==> src/rtl/suim_pkg.sv <==
// ----------------------------------------------------------------------------
// suim_pkg: shared types and constants for the sort/unique id map
// Sizes of the id store, the command/status bundles between controller and
// datapath.
// ----------------------------------------------------------------------------
`default_nettype none
package suim_pkg;
  localparam int unsigned MaxIds  = 64;
  localparam int unsigned PidW    = 64;
  localparam int unsigned IdxW    = (MaxIds > 1) ? $clog2(MaxIds) : 1;
  localparam int unsigned CntW    = $clog2(MaxIds + 1);
  localparam int unsigned MapW    = 6;

  // controller -> datapath
  typedef struct packed {
    logic store_wr;   // write incoming pid at fill count
    logic drop;       // set overflow flag
    logic clr_set;    // clear count and overflow flag
    logic sort_start; // load outer index i=1
    logic rd_key;     // issue read of key at i
    logic rd_prev;    // issue read at j-1
    logic shift_wr;   // store[j] <= store[j-1], j--
    logic key_wr;     // store[j] <= key, i++
    logic max_rd;     // issue read of greatest id at count-1
    logic max_load;   // capture greatest id
    logic out_start;  // emit pointer to 0
    logic out_rd;     // issue read at emit pointer
    logic out_load;   // evaluate read data into output register
  } suim_cmd_t;

  // datapath -> controller
  typedef struct packed {
    logic full;       // fill count at capacity
    logic sort_done;  // i >= count
    logic j_zero;     // j == 0
    logic prev_gt;    // store[j-1] > key
    logic out_done;   // emit pointer reached count
    logic out_busy;   // output register holds a beat
  } suim_sts_t;
endpackage
`default_nettype wire

==> src/rtl/suim_ctrl.sv <==
// ----------------------------------------------------------------------------
// suim_ctrl: sequencer for load, insertion sort and unique drain
// Walks the sort one memory access per cycle and paces the drain.
// ----------------------------------------------------------------------------
`default_nettype none
module suim_ctrl (
  input  wire logic               clk_i,
  input  wire logic               rst_ni,
  input  wire logic               in_fire_i,
  input  wire logic               in_last_i,
  input  wire suim_pkg::suim_sts_t sts_i,
  output logic                    in_ready_o,
  output suim_pkg::suim_cmd_t     cmd_o
);
  localparam logic [2:0] StLoad  = 3'd0;
  localparam logic [2:0] StOuter = 3'd1;
  localparam logic [2:0] StKey   = 3'd2;
  localparam logic [2:0] StInner = 3'd3;
  localparam logic [2:0] StCmp   = 3'd4;
  localparam logic [2:0] StDrain = 3'd5;
  localparam logic [2:0] StEval  = 3'd6;
  localparam logic [2:0] StMax   = 3'd7;

  logic [2:0] state_q, state_d;

  always_ff @(posedge clk_i or negedge rst_ni) begin
    if (!rst_ni) state_q <= StLoad;
    else         state_q <= state_d;
  end

  always_comb begin
    state_d    = state_q;
    cmd_o      = '0;
    in_ready_o = 1'b0;
    unique case (state_q)
      StLoad: begin
        in_ready_o = 1'b1;
        if (in_fire_i) begin
          cmd_o.store_wr = !sts_i.full;
          cmd_o.drop     = sts_i.full;
          if (in_last_i) begin
            cmd_o.sort_start = 1'b1;
            state_d          = StOuter;
          end
        end
      end
      StOuter: begin
        if (sts_i.sort_done) begin
          cmd_o.max_rd = 1'b1;
          state_d      = StMax;
        end else begin
          cmd_o.rd_key = 1'b1;
          state_d      = StKey;
        end
      end
      StKey: begin  // key captured, j = i
        cmd_o.rd_prev = 1'b1;
        state_d       = StCmp;
      end
      StCmp: begin  // prev data valid
        if (!sts_i.j_zero && sts_i.prev_gt) begin
          cmd_o.shift_wr = 1'b1;
          state_d        = StInner;
        end else begin
          cmd_o.key_wr = 1'b1;
          state_d      = StOuter;
        end
      end
      StInner: begin
        if (sts_i.j_zero) begin
          cmd_o.key_wr = 1'b1;
          state_d      = StOuter;
        end else begin
          cmd_o.rd_prev = 1'b1;
          state_d       = StCmp;
        end
      end
      StMax: begin  // greatest id on read data
        cmd_o.max_load  = 1'b1;
        cmd_o.out_start = 1'b1;
        state_d         = StDrain;
      end
      StDrain: begin
        if (sts_i.out_done) begin
          if (!sts_i.out_busy) begin
            cmd_o.clr_set = 1'b1;
            state_d       = StLoad;
          end
        end else if (!sts_i.out_busy) begin
          cmd_o.out_rd = 1'b1;
          state_d      = StEval;
        end
      end
      StEval: begin
        cmd_o.out_load = 1'b1;
        state_d        = StDrain;
      end
      default: state_d = StLoad;
    endcase
  end
endmodule
`default_nettype wire

==> config.mk <==
export PLATFORM = sky130hd
export DESIGN_NAME = suim_ctrl
export DESIGN_NICKNAME = d
export VERILOG_FILES = /design/src/rtl/suim_pkg.sv /design/src/rtl/suim_ctrl.sv
export SDC_FILE = /design/constraint.sdc
export NUM_CORES = 1
export LEC_CHECK = 0
export ABC_AREA = 0
export BUFFER_PORTS_ARGS = -buffer_cell sky130_fd_sc_hd__buf_2
export CAP_MARGIN = 0
export CORE_AREA = 2 2 39 41
export DETAILED_ROUTE_END_ITERATION = 10
export DIE_AREA = 0 0 41 43
export PLACE_DENSITY = 0.53
export REMOVE_ABC_BUFFERS = 1
export SLEW_MARGIN = 20
export SYNTH_ARGS = -nofsm -noshare
export SYNTH_HDL_FRONTEND = slang
export SYNTH_SLANG_ARGS = --single-unit
export TNS_END_PERCENT = 1
==> constraint.sdc <==
create_clock -name clk_i -period 1.24 [get_ports clk_i]
set_input_delay 0.124 -clock clk_i [delete_from_list [all_inputs] [get_ports clk_i]]
set_output_delay 0.124 -clock clk_i [all_outputs]
set_load 0.005 [all_outputs]
# After elaboration in Yosys (flattened, before gate mapping)
# Index checks and enable logic that the tools add are counted.
[word_totals] output_inout_bits=14 input_bits=10 elab_cells=50 ff_bits=3
[op_classes] n_eq_ne=10 mux=33 n_reduce_logical=6
[op_table] operator="$mux W3" count=7
[op_table] operator="$pmux W3 S7" count=1
[op_table] operator="$mux W1" count=19
[op_table] operator="$eq A3 B3 Y1 const B" count=4
[op_table] operator="$mux W2" count=4
[op_table] operator="$eq A3 B2 Y1 const B" count=2
[op_table] operator="$ne A2 B2 Y1 const B" count=3
[op_table] operator="$pmux W1 S2" count=2
[op_table] operator="$eq A3 B1 Y1 const B" count=1
[op_table] operator="$logic_not A3 Y1" count=1
[op_table] operator="$reduce_and A3 Y1" count=1
[op_table] operator="$logic_not A1 Y1" count=2
[op_table] operator="$reduce_or A2 Y1" count=1
[op_table] operator="$logic_and A1 B1 Y1" count=1

# Logic depth before layout (Yosys ltp)
[logic_depth] depth_word=4 depth_mapped=4 mapped_depth_nobuf=3

# Worst setup path after synthesis
# Ideal clock, no wire load.
[synth_timing] path_kind="register -> output" from="register state_q[0]" to="output cmd_o[11] (netlist bit)" slack_ns=0.174 stages_incl_launch_ff=4 t_arrival_ns=0.942 n_path_buf=1 cell_sequence="dfrtp_1 buf_6 nor3_4 and3_1"
[synth_lines] element="start: declaration" line="suim_ctrl.sv:24" rtl="logic [2:0] state_q, state_d;"
[synth_lines] element="start signal: assignment" line="suim_ctrl.sv:27" rtl="if (!rst_ni) state_q <= StLoad;"
[synth_lines] element="start signal: assignment" line="suim_ctrl.sv:28" rtl="else state_q <= state_d;"
[synth_lines] element="end: declaration" line="suim_ctrl.sv:13" rtl="output suim_pkg::suim_cmd_t cmd_o"

==> metrics.txt <==
routed via count 384; Mapped Cells 42; status complete, but fails checks; die width 41 um; crit-path cells nor3_4 -> and3_1 -> buf_2; crit-path max FO 6; Avg WL per Cell roughly 10 um; largest net degree at the start of global routing 8; synth top area cells dfrtp_1 23%, a21oi_1 7.7%, and3_1 7.7%; post-synth top area share 23.0%; critical path depth 3; Slew @ Worst Pin 203 ps; number of flip-flops in the largest register 3; CTS tree built; Setup Skew between 4 and 5 ps; I/O pins 24; first-pass GRT wire length 1300 um; Final Power roughly 1.1 mW; WP data arrival 1160 ps; Cell variety after synth 25; Pleak 0.285 nW; Setup-failing EPs final 9; deepest clock path buffer count 2; Hold Fails Final Rpt 0; Rows 14; GRT Overall Usage 11.1%; crit path capture type primary output; failing checks setup timing; largest reg by FF count state_q; Yosys reg bits 3; Placement Cell Area 434 sq um; ratio of cells with drive above 1 in the final layout 58.3%; worst min path class in2async; Top Registers state_q (3); Core Footprint 1380 sq um; Post-Place Worst Slack about 60 ps; DRC viols 0; cells on worst reg2reg path 3; Detailed Route WL approximately 880 um; router iterations before antenna repair 4; slew margin rel. between 80% and 90%; cell area after layout around 530 sq um; CTS Buf Count 3; vias in the first global route between 300 and 400; yosys warns 0; fill cell count ~150; Sink Count 3; Max stage delay cell, worst path dfrtp_2; Slowest Stage Delay on Critical Path around 440 ps; maximum vdd ir drop 0.904 mV; largest area contributor in the netlist dfrtp_1; Crit Path Class reg2out; Slew Viols, Final 0; r2r setup slk 160 ps; post-layout min period 1290 ps; synth-to-layout area growth 61.7%; Final ANT Viol Nets 0; Crit path buffers/inverters 1; Required @ worst endpoint 1120 ps; fmax 778 MHz; Worst-path clk slew 40 ps; H-tree levels 1; pwr dens 2120 nW/um^2; NumNets Final 83; initial antenna violation count 0; commonest non-fill, non-tap cell in the layout buf_2; Initial Util about a quarter; synthesized area per cell 7.78 sq um; initial drt markers 4; Clock Tree Root clkbuf_4; worst-skew pair later-pin latency approximately 230 ps; max cap viols 0; Crit path max-delay family flip-flops; n_diodes 0; total gr overflow 0; Util after Layout 38.2%; RSZ-0062 raised after global routing true; post-synthesis sequential area ratio between 20 and 25%; Setup WS post-layout -45.0 ps; commonest non-fill, non-tap cells in the layout 23 x buf_2, 5 x a21oi_1, 5 x buf_4, 4 x and3_1; DP HPWL 581 um; Post-Syn Area ~330 sq um; # port buffers 23; Die Area 1760 sq um; TNS Setup -226 ps; routability cong. 0.718; vias per cell 4.36; DIE HEIGHT 43 um; Startpoint Class flop; final period utilization 104%
-- repair_timing --
action,4_1_cts,5_1_grt
setup endpoints to repair,14,13
hold buffers,1,0
setup buffers,5,0
endpoints found under the hold margin,3,0
pin swaps,6,1
gates resized for setup,7,0
-- Yosys cell counts (all sizes together) --
cell type and number:
o22a 1, o21a 1, buf 4, a22oi 1, inv 1, o21ai 2, dfrtp 3, nand2 4
nand3b 1, and3 4, nor2 4, nor2b 2, nor3b 1, and2 1, nand3 1, o22ai 1
nand2b 2, nor3 3, a21oi 5
-- worst paths after layout --
| path | from | to |
|---|---|---|
| min | rst_ni | state_q[1]$_DFFE_PN0P_ |
| min reg2reg | state_q[2]$_DFFE_PN0P_ | state_q[2]$_DFFE_PN0P_ |
| min in group clk_i | sts_i[4] | state_q[2]$_DFFE_PN0P_ |
| max | state_q[2]$_DFFE_PN0P_ | cmd_o[9] |
| max reg2reg | state_q[2]$_DFFE_PN0P_ | state_q[0]$_DFFE_PN0P_ |
| max in group asynchronous | rst_ni | state_q[2]$_DFFE_PN0P_ |
-- routing by layer --
metal  GRT usage, %  routed length, um  share of wire, %
met2           18.1                433                49
met4           6.00                  0                 0
met3           3.14                 70               7.9
met1           12.1                378                43
met5              0                  0                 0
-- metrics by stage --
stage	cells	hold WS (ps)
after floorplan	38	-172
after global placement	78	-78.3
after detailed placement	78	-77.4
after CTS	88	210
after global routing	88	215
final	88	214
-- area by class of cell --
class                           instances  area (sq um)  area share [%]
Multi-Input combinational cell         34           225            42.7
Inverter                                1          3.75           0.711
Clock buffer                            4          26.3            4.98
Tap cell                               16          20.0            3.79
Timing Repair Buffer                   30           174            32.9
Sequential cell                         3          78.8            14.9
-- power breakdown --
| group | leakage (nW) | switching [mW] | internal (mW) |
|---|---|---|---|
| clock network | 0.0150 | 0.0477 | 0.120 |
| registers | 0.0319 | 0.114 | 0.156 |
| logic | 0.238 | 0.313 | 0.370 |
| total | 0.285 | 0.476 | 0.646 |
-- cells by family after synthesis --
| kind of cell | after synthesis | share of synthesized area [%] |
|---|---|---|
| AND/OR/NAND/NOR | 23 | 45.2 |
| AO/OA/AOI/OAI | 11 | 19.9 |
| flip-flops | 3 | 23.0 |
| buffers and inverters | 5 | 11.9 |
(Power assumes the default switching activity.)
